===== config.mk =====
export PLATFORM = sky130hd
export DESIGN_NAME = masked_linear_regression_fit_core
export DESIGN_NICKNAME = d
export VERILOG_FILES = /design/src/mlr_pkg.sv /design/src/masked_linear_regression_fit_core.sv /design/src/mlr_alu.sv
export VERILOG_INCLUDE_DIRS = /design/src /design/src/src
export SDC_FILE = /design/constraint.sdc
export NUM_CORES = 2
export LEC_CHECK = 0
export BUFFER_PORTS_ARGS = -buffer_cell sky130_fd_sc_hd__buf_2
export CORE_ASPECT_RATIO = 1.75
export CORE_MARGIN = 8
export CORE_UTILIZATION = 51
export CTS_BUF_LIST = sky130_fd_sc_hd__clkbuf_4 sky130_fd_sc_hd__clkbuf_8
export CTS_CLUSTER_SIZE = 10
export DETAILED_ROUTE_END_ITERATION = 12
export PLACE_DENSITY = 0.67
export SETUP_SLACK_MARGIN = 0.3
export SLEW_MARGIN = 15
export SYNTH_ARGS = -nofsm -noshare
export SYNTH_HDL_FRONTEND = slang
export SYNTH_SLANG_ARGS = --single-unit
export TNS_END_PERCENT = 5

===== constraint.sdc =====
create_clock -name i_clk -period 16.8 [get_ports i_clk]
set_clock_uncertainty 0.1 [all_clocks]
set_input_delay 0.84 -clock i_clk [delete_from_list [all_inputs] [get_ports i_clk]]
set_output_delay 0.84 -clock i_clk [all_outputs]
set_load 0.01 [all_outputs]

===== src/masked_linear_regression_fit_core_macros.svh =====
// Assertion macros for the masked linear regression fit core.
// Used by the top level only; empty when SYNTHESIS is defined.
`ifndef MASKED_LINEAR_REGRESSION_FIT_CORE_MACROS_SVH
`define MASKED_LINEAR_REGRESSION_FIT_CORE_MACROS_SVH
`ifndef SYNTHESIS
`define MLR_ASSERT_IMPLY(label, clk, rst_n, cond, prop) \
    label: assert property (@(posedge clk) disable iff (!rst_n) (cond) |-> (prop)) \
        else $error("implication check failed");
`define MLR_ASSERT_NEXT(label, clk, rst_n, cond, prop) \
    label: assert property (@(posedge clk) disable iff (!rst_n) (cond) |=> (prop)) \
        else $error("next-cycle check failed");
`else
`define MLR_ASSERT_IMPLY(label, clk, rst_n, cond, prop)
`define MLR_ASSERT_NEXT(label, clk, rst_n, cond, prop)
`endif
`endif


===== src/mlr_pkg.sv =====
// Shared types, constants and helper functions of the masked linear regression fit core.
// No dependencies.
package mlr_pkg;

    localparam int MAX_PIXELS = 65536;
    localparam int WIDE_W     = 128;
    localparam int ITER_W     = 8;

    typedef enum logic {
        OP_MUL = 1'b0,
        OP_DIV = 1'b1
    } t_op;

    typedef struct packed {
        logic              start;
        t_op               op;
        logic [ITER_W-1:0] iters;
    } t_alu_req;

    function automatic logic [63:0] mag64(input logic [63:0] v);
        return v[63] ? (~v + 64'd1) : v;
    endfunction

endpackage


===== src/masked_linear_regression_fit_core.sv =====
// Top level of the masked linear regression fit core: sequencer and accumulators.
// Depends on mlr_pkg, mlr_alu and masked_linear_regression_fit_core_macros.svh.
//
// A pixel is transferred at a rising edge with start high and busy low. A kept
// pixel then holds busy high while one shared unit works: the mean division
// takes 40 steps and each of the two products 24 steps, each operation
// followed by a handoff; a skipped pixel without the last mark leaves busy low.
// A pixel carrying the last mark then solves the line: six 64-step products,
// a check state and two 128-step divisions through the same unit.
// The result appears on o_fit_slope, o_fit_offset and o_fit_ok for exactly
// one cycle marked by o_valid, while busy is already low again; the receiver
// cannot stall it. A rejected fit skips the divisions and gives zeros with
// o_fit_ok low.
// After the result the sums are cleared for the next data set.
// Synchronous reset clears the sums and returns the sequencer to idle.
`include "masked_linear_regression_fit_core_macros.svh"
module masked_linear_regression_fit_core import mlr_pkg::*; (
    input  logic               i_clk,
    input  logic               i_rst_n,
    input  logic               start,
    output logic               busy,
    input  logic signed [23:0] i_model_value,
    input  logic signed [39:0] i_data_sum,
    input  logic [15:0]        i_hit_count,
    input  logic               i_pixel_unmasked,
    input  logic               i_last_pixel,
    output logic               o_valid,
    output logic signed [47:0] o_fit_slope,
    output logic signed [23:0] o_fit_offset,
    output logic               o_fit_ok
);

    typedef enum logic [7:0] {
        S_IDLE  = 8'b00000001,
        S_PDIV  = 8'b00000010,
        S_PSQ   = 8'b00000100,
        S_PXY   = 8'b00001000,
        S_SMUL  = 8'b00010000,
        S_CHECK = 8'b00100000,
        S_DIV1  = 8'b01000000,
        S_DIV2  = 8'b10000000
    } t_state;

    t_state             r_state, n_state;
    logic               r_go, n_go;
    logic [2:0]         r_step;
    logic signed [23:0] r_x;
    logic [39:0]        r_dsum;
    logic [15:0]        r_hits;
    logic               r_last;
    logic [23:0]        r_y;
    logic [16:0]        r_used;
    logic [39:0]        r_sx;
    logic [39:0]        r_sy;
    logic [63:0]        r_sxx;
    logic [63:0]        r_sxy;
    logic [WIDE_W-1:0]  r_t;
    logic [WIDE_W-1:0]  r_den;
    logic [WIDE_W-1:0]  r_num;
    logic [WIDE_W-1:0]  r_on;
    logic               r_valid;
    logic [47:0]        r_slope;
    logic [23:0]        r_offset;
    logic               r_ok;

    t_alu_req           alu_req;
    logic [WIDE_W-1:0]  alu_a;
    logic [WIDE_W-1:0]  alu_b;
    logic               alu_done;
    logic [WIDE_W-1:0]  alu_res;

    logic               keep;
    logic [39:0]        dmag;
    logic [63:0]        x64;
    logic [63:0]        y64;
    logic [63:0]        n64;
    logic [63:0]        sx64;
    logic [63:0]        sy64;
    logic [WIDE_W-1:0]  diff;
    logic [23:0]        y_sat;
    logic [47:0]        slope_sat;
    logic [23:0]        off_sat;
    logic               fit_good;

    assign keep = i_pixel_unmasked && (i_hit_count != 16'd0)
                  && (r_used < 17'(MAX_PIXELS));
    assign dmag = r_dsum[39] ? (~r_dsum + 40'd1) : r_dsum;
    assign x64  = {{40{r_x[23]}}, r_x};
    assign y64  = {{40{r_y[23]}}, r_y};
    assign n64  = {47'd0, r_used};
    assign sx64 = {{24{r_sx[39]}}, r_sx};
    assign sy64 = {{24{r_sy[39]}}, r_sy};
    assign diff = r_t - alu_res;
    assign fit_good = (r_den != '0) && !r_den[WIDE_W-1] && (r_num != '0) && !r_num[WIDE_W-1];

    always_comb begin
        if (r_dsum[39]) begin
            y_sat = (alu_res[39:0] > 40'h800000) ? 24'h800000 : (~alu_res[23:0] + 24'd1);
        end else begin
            y_sat = (alu_res[39:23] != '0) ? 24'h7FFFFF : alu_res[23:0];
        end
        slope_sat = (alu_res[WIDE_W-1:47] != '0) ? 48'h7FFFFFFFFFFF : alu_res[47:0];
        if (r_on[WIDE_W-1]) begin
            off_sat = ((alu_res[WIDE_W-1:24] != '0) || (alu_res[23:0] > 24'h800000))
                      ? 24'h800000 : (~alu_res[23:0] + 24'd1);
        end else begin
            off_sat = (alu_res[WIDE_W-1:23] != '0) ? 24'h7FFFFF : alu_res[23:0];
        end
    end

    always_comb begin
        alu_req.start = r_go;
        alu_req.op    = OP_MUL;
        alu_req.iters = ITER_W'(64);
        alu_a         = '0;
        alu_b         = '0;
        unique case (r_state)
            S_PDIV: begin
                alu_req.op    = OP_DIV;
                alu_req.iters = ITER_W'(40);
                alu_a         = {dmag, 88'd0};
                alu_b         = {112'd0, r_hits};
            end
            S_PSQ: begin
                alu_req.iters = ITER_W'(24);
                alu_a         = {64'd0, x64};
                alu_b         = {64'd0, x64};
            end
            S_PXY: begin
                alu_req.iters = ITER_W'(24);
                alu_a         = {64'd0, x64};
                alu_b         = {64'd0, y64};
            end
            S_SMUL: begin
                unique case (r_step)
                    3'd0: begin alu_a = {64'd0, n64};   alu_b = {64'd0, r_sxx}; end
                    3'd1: begin alu_a = {64'd0, sx64};  alu_b = {64'd0, sx64};  end
                    3'd2: begin alu_a = {64'd0, n64};   alu_b = {64'd0, r_sxy}; end
                    3'd3: begin alu_a = {64'd0, sx64};  alu_b = {64'd0, sy64};  end
                    3'd4: begin alu_a = {64'd0, r_sxx}; alu_b = {64'd0, sy64};  end
                    default: begin alu_a = {64'd0, sx64}; alu_b = {64'd0, r_sxy}; end
                endcase
            end
            S_DIV1: begin
                alu_req.op    = OP_DIV;
                alu_req.iters = ITER_W'(WIDE_W);
                alu_a         = {r_num[WIDE_W-25:0], 24'd0};
                alu_b         = r_den;
            end
            S_DIV2: begin
                alu_req.op    = OP_DIV;
                alu_req.iters = ITER_W'(WIDE_W);
                alu_a         = r_on[WIDE_W-1] ? (~r_on + WIDE_W'(1)) : r_on;
                alu_b         = r_den;
            end
            default: begin
                alu_a = '0;
            end
        endcase
    end

    mlr_alu u_alu (
        .i_clk   (i_clk),
        .i_rst_n (i_rst_n),
        .i_req   (alu_req),
        .i_a     (alu_a),
        .i_b     (alu_b),
        .o_done  (alu_done),
        .o_res   (alu_res)
    );

    always_comb begin
        n_state = r_state;
        n_go    = 1'b0;
        unique case (r_state)
            S_IDLE: begin
                if (start) begin
                    if (keep) begin
                        n_state = S_PDIV;
                        n_go    = 1'b1;
                    end else if (i_last_pixel) begin
                        n_state = S_SMUL;
                        n_go    = 1'b1;
                    end
                end
            end
            S_PDIV: begin
                if (alu_done) begin
                    n_state = S_PSQ;
                    n_go    = 1'b1;
                end
            end
            S_PSQ: begin
                if (alu_done) begin
                    n_state = S_PXY;
                    n_go    = 1'b1;
                end
            end
            S_PXY: begin
                if (alu_done) begin
                    n_state = r_last ? S_SMUL : S_IDLE;
                    n_go    = r_last;
                end
            end
            S_SMUL: begin
                if (alu_done) begin
                    n_state = (r_step == 3'd5) ? S_CHECK : S_SMUL;
                    n_go    = (r_step != 3'd5);
                end
            end
            S_CHECK: begin
                n_state = fit_good ? S_DIV1 : S_IDLE;
                n_go    = fit_good;
            end
            S_DIV1: begin
                if (alu_done) begin
                    n_state = S_DIV2;
                    n_go    = 1'b1;
                end
            end
            S_DIV2: begin
                if (alu_done) begin
                    n_state = S_IDLE;
                end
            end
            default: begin
                n_state = S_IDLE;
            end
        endcase
    end

    always_ff @(posedge i_clk) begin
        if (!i_rst_n) begin
            r_state <= S_IDLE;
            r_go    <= 1'b0;
            r_valid <= 1'b0;
            r_step  <= 3'd0;
            r_used  <= '0;
            r_sx    <= '0;
            r_sy    <= '0;
            r_sxx   <= '0;
            r_sxy   <= '0;
        end else begin
            r_state <= n_state;
            r_go    <= n_go;
            r_valid <= (r_state == S_CHECK && !fit_good) || (r_state == S_DIV2 && alu_done);
            if (r_state == S_IDLE) begin
                r_step <= 3'd0;
            end else if (r_state == S_SMUL && alu_done) begin
                r_step <= r_step + 3'd1;
            end
            if (r_state == S_PSQ && alu_done) begin
                r_sxx <= r_sxx + alu_res[63:0];
            end
            if (r_state == S_PXY && alu_done) begin
                r_sxy  <= r_sxy + alu_res[63:0];
                r_used <= r_used + 17'd1;
                r_sx   <= r_sx + {{16{r_x[23]}}, r_x};
                r_sy   <= r_sy + {{16{r_y[23]}}, r_y};
            end
            if ((r_state == S_CHECK && !fit_good) || (r_state == S_DIV2 && alu_done)) begin
                r_used  <= '0;
                r_sx    <= '0;
                r_sy    <= '0;
                r_sxx   <= '0;
                r_sxy   <= '0;
            end
        end
    end

    always_ff @(posedge i_clk) begin
        if (r_state == S_IDLE && start) begin
            r_x    <= i_model_value;
            r_dsum <= i_data_sum;
            r_hits <= i_hit_count;
            r_last <= i_last_pixel;
        end
        if (r_state == S_PDIV && alu_done) begin
            r_y <= y_sat;
        end
        if (r_state == S_SMUL && alu_done) begin
            unique case (r_step)
                3'd1:    r_den <= diff;
                3'd3:    r_num <= diff;
                3'd5:    r_on  <= diff;
                default: r_t   <= alu_res;
            endcase
        end
        if (r_state == S_CHECK && !fit_good) begin
            r_slope  <= '0;
            r_offset <= '0;
            r_ok     <= 1'b0;
        end
        if (r_state == S_DIV1 && alu_done) begin
            r_slope <= slope_sat;
        end
        if (r_state == S_DIV2 && alu_done) begin
            r_offset <= off_sat;
            r_ok     <= 1'b1;
        end
    end

    assign busy         = (r_state != S_IDLE);
    assign o_valid      = r_valid;
    assign o_fit_slope  = r_slope;
    assign o_fit_offset = r_offset;
    assign o_fit_ok     = r_ok;

    `MLR_ASSERT_IMPLY(a_valid_idle, i_clk, i_rst_n, o_valid, !busy)
    `MLR_ASSERT_NEXT(a_valid_pulse, i_clk, i_rst_n, o_valid, !o_valid)
    `MLR_ASSERT_IMPLY(a_reject_zero, i_clk, i_rst_n, o_valid && !o_fit_ok,
                      o_fit_slope == 48'sd0 && o_fit_offset == 24'sd0)
    `MLR_ASSERT_NEXT(a_accept_busy, i_clk, i_rst_n,
                     start && !busy && (keep || i_last_pixel), busy)

endmodule


===== src/mlr_alu.sv =====
// Shared iterative unit: shift-add signed multiply and restoring unsigned divide.
// Depends on mlr_pkg.
module mlr_alu import mlr_pkg::*; (
    input  logic              i_clk,
    input  logic              i_rst_n,
    input  t_alu_req          i_req,
    input  logic [WIDE_W-1:0] i_a,
    input  logic [WIDE_W-1:0] i_b,
    output logic              o_done,
    output logic [WIDE_W-1:0] o_res
);

    logic              r_busy;
    logic              r_fin;
    logic              r_done;
    logic [ITER_W-1:0] r_cnt;
    t_op               r_op;
    logic              r_neg;
    logic [WIDE_W-1:0] r_a;
    logic [WIDE_W-1:0] r_b;
    logic [WIDE_W-1:0] r_acc;
    logic [WIDE_W-1:0] r_q;
    logic [WIDE_W-1:0] r_res;

    logic [WIDE_W-1:0] rem_sh;
    logic [WIDE_W-1:0] rem_sub;
    logic              rem_ge;
    logic [WIDE_W-1:0] acc_add;

    assign rem_sh  = {r_acc[WIDE_W-2:0], r_a[WIDE_W-1]};
    assign rem_ge  = rem_sh >= r_b;
    assign rem_sub = rem_sh - r_b;
    assign acc_add = r_acc + r_a;

    always_ff @(posedge i_clk) begin
        if (!i_rst_n) begin
            r_busy <= 1'b0;
            r_fin  <= 1'b0;
            r_done <= 1'b0;
        end else begin
            r_done <= r_fin;
            r_fin  <= !i_req.start && r_busy && (r_cnt == ITER_W'(1));
            if (i_req.start) begin
                r_busy <= 1'b1;
            end else if (r_busy && r_cnt == ITER_W'(1)) begin
                r_busy <= 1'b0;
            end
        end
    end

    always_ff @(posedge i_clk) begin
        if (i_req.start) begin
            r_cnt <= i_req.iters;
            r_op  <= i_req.op;
            r_acc <= '0;
            r_q   <= '0;
            if (i_req.op == OP_MUL) begin
                r_a   <= {64'd0, mag64(i_a[63:0])};
                r_b   <= {64'd0, mag64(i_b[63:0])};
                r_neg <= i_a[63] ^ i_b[63];
            end else begin
                r_a   <= i_a;
                r_b   <= i_b;
                r_neg <= 1'b0;
            end
        end else if (r_busy) begin
            r_cnt <= r_cnt - ITER_W'(1);
            r_a   <= {r_a[WIDE_W-2:0], 1'b0};
            unique case (r_op)
                OP_MUL: begin
                    r_b <= {1'b0, r_b[WIDE_W-1:1]};
                    if (r_b[0]) begin
                        r_acc <= acc_add;
                    end
                end
                OP_DIV: begin
                    r_acc <= rem_ge ? rem_sub : rem_sh;
                    r_q   <= {r_q[WIDE_W-2:0], rem_ge};
                end
                default: begin
                    r_acc <= r_acc;
                end
            endcase
        end
        if (r_fin) begin
            if (r_op == OP_MUL) begin
                r_res <= r_neg ? (~r_acc + WIDE_W'(1)) : r_acc;
            end else begin
                r_res <= r_q;
            end
        end
    end

    assign o_done = r_done;
    assign o_res  = r_res;

endmodule

==> results of run 1 <==
cells in the mapped netlist (26+ instances only):
library cell,number
a211oi_1,123
a21boi_0,33
a21o_1,317
a21oi_1,1456
a221o_1,39
a221oi_1,93
a222oi_1,26
a22o_1,42
a22oi_1,108
a31oi_1,94
and2_1,61
and3_1,67
buf_1,66
clkbuf_1,621
dfxtp_1,498
edfxtp_1,1083
ha_1,600
inv_1,507
mux2_2,84
mux2i_1,66
nand2_1,1498
nand2b_1,89
nand3_1,213
nand4_1,239
nor2_1,973
nor2b_1,76
nor3_1,196
nor4_1,152
o211ai_1,99
o21a_1,132
o21ai_0,1052
o21bai_1,151
o221ai_1,33
o22ai_1,35
o31ai_1,140
o41ai_1,72
or2_2,63
or3_1,110
or4_1,70
xnor2_1,530
xor2_1,421
per-stage QoR:
stage	utilization [%]	cells	cell area [um^2]	setup slack (ns)	hold slack [ns]
floorplan	-	12600	109000	3.36	0.326
global placement	52.8	15100	112000	10.05	0.329
detailed placement	52.9	15100	112000	9.97	0.352
CTS	55.8	15600	118000	9.94	0.00872
repair_timing:
action | 4_1_cts
endpoints found under the hold margin | 81
hold buffers | 81
setup buffers | 0
cell families after synthesis:
family | synth area share (%)
simple gates | 16.4
mux | 1.48
xor+xnor | 7.67
compound gates | 24.0
fa+ha+maj | 7.04
flops | 39.1
buf+inv | 4.22
other cells | 0.00345
per-layer routing:
metal | GRT overflow | global-route usage [%]
met4 | 9 | 66.5
met3 | 0 | 16.8
met1 | 0 | 44.0
met2 | 6 | 82.8
met5 | 0 | 0.916
==> run_results.csv, run 1 <==
group,metric,value,unit
placed_design,port_buffers,159,
synth,ys.flop_type,"edfxtp_1",
floorplan,initial_core_util,51.2,%
clock_network,cts_root_buf,"clkbuf_8",
synth,synth_top_area_share,29.9,%
synth,ys_ff_latch,1581,
synth,seq_area_frac_synth,39.1,%
floorplan,die_w,365,um
global_routing,grt_util_all_layers,51.2,%
synth,synth-edff-count,1083,
global_routing,grt-ovfl-total,15,
clock_network,cts_buffers,244,
placed_design,hpwl,442000,um
clock_network,clk_path_buf_depth,4,
synth,ys_types,94,
synth,synth_top_area_cell,"edfxtp_1",
synth,syn-instance-count,12600,
synth,yosysWarningCount,0,
synth,netlist_area,109000,um^2
synth,synth_area_leaders,"edfxtp_1, dfxtp_1, ha_1",
synth,async_flop_share,0,%
clock_network,cts.sinks,1581,
global_routing,grt_max_degree,193,
floorplan,row_count,224,
outcome,outcome,"aborted with a tool error",
clock_network,ctsResizeCount,0,
outcome,stop_stage,"global routing",
synth,synth.net_count,13300,
clock_network,cts_max_level,4,
global_routing,grt_pass1_vias,113000,
placed_design,gp_congestion,1.09,
global_routing,grt_pass1_wl,839000,um
floorplan,ios,160,
synth,syn_area_per_cell,8.61,um^2
outcome,firstError,"[ERROR GRT-0116] Global routing finished with congestion. Check the congestion regions in the DRC Viewer.",
floorplan,die_y,626,um
==> inputs of run 2 (changes only) <==
CORE_ASPECT_RATIO = unset   (was 1.75)
CORE_UTILIZATION = 36   (was 51)
CTS_BUF_LIST = unset   (was sky130_fd_sc_hd__clkbuf_4 sky130_fd_sc_hd__clkbuf_8)
CTS_CLUSTER_SIZE = unset   (was 10)
PLACE_DENSITY = unset   (was 0.67)
PLACE_DENSITY_LB_ADDON = 0.15   (was unset)
SETUP_SLACK_MARGIN = unset   (was 0.3)
==> run_results.csv, run 2 <==
group,metric,value,unit
outcome,outcome,"completed",
worst_setup_path,worst-endpoint-arrival,7.48,ns
global_routing,grt-ovfl-total,0,
power,p_int,9.04,mW
timing,setup_violations,0,
synth,synth_top_cells_by_count,"nand2_1, a21oi_1, edfxtp_1",
clock_network,cts_max_level,4,
worst_setup_path,crit_fanout,73,
detailed_routing,wl,500000,um
timing,tns,0,ns
timing,maxSlewViolCount,0,
detailed_routing,dr.pass1.iters,10,
clock_network,cts_buffers,196,
worst_hold_path,hold_class,"in2reg",
detailed_routing,viasPerCell,6.10,
power,leakage,45.1,nW
clock_network,ctsResizeCount,0,
clock_network,cts_root_buf,"clkbuf_16",
floorplan,row_count,201,
floorplan,initial_core_util,36.2,%
synth,ys.flop_type,"edfxtp_1",
worst_setup_path,critPathKind,"reg2reg",
detailed_routing,antenna_left,0,
detailed_routing,drt_iter0_drc,10900,
clock_network,cts_setup_buffers,0,
cells_and_area,drive_gt1_share,7.00,%
worst_setup_path,critical_path_required,17.43,ns
timing,relSlewSlack,13.5,%
floorplan,die_w,565,um
synth,async_flop_share,0,%
floorplan,fp.coreArea,300000,um^2
cells_and_area,layout_common_cells,"nand2_1, a21oi_1, edfxtp_1, o21ai_0, nor2_1",
synth,synth_top_area_cell,"edfxtp_1",
synth,ys_types,94,
clock_network,cts_tree,"done",
synth,yosysWarningCount,0,
power,p_switching,6.25,mW
timing,final.min_clock_period,6.85,ns
synth,netlist_area,109000,um^2
power,ir_worst_vdd,0.0000882,V
placed_design,gp_congestion,1.02,
global_routing,grt_max_degree,124,
placed_design,hpwl,395000,um
power,combPwrFrac,36.9,%
synth,synth_top_area_share,29.9,%
synth,syn-instance-count,12600,
clock_network,clkTransAtPathRegs,0.06,ns
worst_setup_path,crit_path_end_kind,"flip-flop",
timing,period_share,40.8,%
global_routing,grt_pass1_wl,700000,um
floorplan,die_y,565,um
global_routing,grt_util_all_layers,29.9,%
power,clkPwrFrac,29.1,%
detailed_routing,wl_per_cell,30.1,um
synth,post-synth-top-count-cell,"nand2_1",
power,p_seq_share,34.0,%
global_routing,grt_pass1_vias,96000,
synth,synth_area_leaders,"edfxtp_1, dfxtp_1, ha_1",
cells_and_area,final_common_cell,"nand2_1",
clock_network,cts.sinks,1581,
cells_and_area,area_delta_synth_final,10.7,%
clock_network,ctsHoldBuffers,28,
floorplan,ios,160,
power,power_density,127,nW/um^2
synth,synth.net_count,13300,
clock_network,clk_path_buf_depth,4,
clock_network,clk_latency,0.91,ns
floorplan,dieArea,319000,um^2
flow_run,drv_cap,0,
synth,syn_area_per_cell,8.61,um^2
timing,tightest_slew,1.28,ns
detailed_routing,vias,101000,
synth,ys_ff_latch,1581,
global_routing,antenna_found_initial,22,
synth,seq_area_frac_synth,39.1,%
power,netSwitchingFraction,40.9,%
placed_design,port_buffers,159,
cells_and_area,final_nets,13200,
timing,rsz0062_at_grt,"false",
power,totalPowerFinal,15.3,mW
synth,synth-edff-count,1083,
worst_setup_path,startpoint_type,"flip-flop",
detailed_routing,remaining_drc_errors,0,
timing,fmax,146,MHz
timing,hold_violations,0,
==> run 2: cell counts after synthesis <==
No cell type changed its count.
==> run 2: power groups by stage <==
stage          Clock (mW)  Combinational (mW)  Sequential (mW)
6_report             4.45                5.64             5.20
5_1_grt              4.65                6.10             5.20
4_1_cts              4.51                5.56             5.19
3_5_place_dp            0                5.51             5.26
3_3_place_gp            0                5.54             5.27
2_1_floorplan           0                3.80             4.90
==> run 2: path summary, 6_finish.rpt <==
kind | start | endpoint | slack (ns) | cells past startpoint
worst max-delay path | u_alu.r_a[127]$_DFFE_PP_ | u_alu.r_acc[12]$_SDFFE_PP0P_ | 9.95 | 20
worst min-delay path | i_data_sum[23] | r_dsum[23]$_DFFE_PP_ | 0.05 | 1
worst min register to register | u_alu.r_q[29]$_SDFFE_PP0P_ | u_alu.r_q[30]$_SDFFE_PP0P_ | 0.36 | 2
worst max register to register | u_alu.r_a[127]$_DFFE_PP_ | u_alu.r_acc[12]$_SDFFE_PP0P_ | 9.95 | 20
==> run 2: final cells by class <==
cell class                 instances  area [um^2]
multi-input combinational       9815        61800
sequential                      1581        42500
fill                           30200       180000
timing repair buffer             373         2510
tap                             3958         4950
inverter                         507         1900
clock buffer                     227         5160
clock inverter                   131         1390
antenna                           13         32.5
==> run 2: logic make-up (layout without fill, tap and decap cells) <==
logic type	after synthesis	after routing	share of synthesized area, %
flip-flops	1581	1581	39.1
XOR/XNOR	951	951	7.67
buffers and inverters	1212	1238	4.22
adder cells (fa/ha/maj)	607	607	7.04
multiplexers	150	150	1.48
AND/OR/NAND/NOR	3879	3879	16.4
other	1	14	0.00345
AO/OA/AOI/OAI	4227	4227	24.0
==> run 2: metal layers <==
layer	vias up	part of all wire, %	track usage, %
li1	46200	-	-
met3	1220	6.7	4.44
met1	49300	37	34.1
met5	-	0.0042	0
met2	4673	46	49.4
met4	4	11	25.7
==> run 2: per-stage QoR <==
step / utilization (%) / setup WS (ns) / hold slack (ns) / instances / instance area [um^2]
CTS: 40.1 / 10.15 / 0.000671 / 16600 / 120000
global route: 40.1 / 9.56 / 0.00883 / 16600 / 120000
finish: 40.1 / 9.95 / 0.0521 / 16600 / 120000
detailed placement: 37.8 / 10.18 / 0.357 / 16200 / 113000
global placement: 37.8 / 10.13 / 0.344 / 16200 / 113000
floorplan: - / 3.36 / 0.326 / 12600 / 109000
==> run 2: worst max-delay path, cell delays in order (launching register included) <==
cell      delay [ns]
edfxtp_1        0.42
inv_1           0.07
ha_1            0.21
fa_1            0.42
nor2b_1         0.16
o31ai_1         0.12
a311o_1         0.38
o21ai_1         0.45
a31oi_1         0.34
o31ai_1         0.55
a31oi_1         0.16
buf_4           0.19
o21ai_1         0.65
a31oi_1         0.33
o21ai_4         0.21
buf_4           0.54
buf_4           0.72
nand2_1         0.11
o211ai_1        0.12
o21ai_0         0.11
a22o_1          0.23
Power figures use the tool's default switching activity.
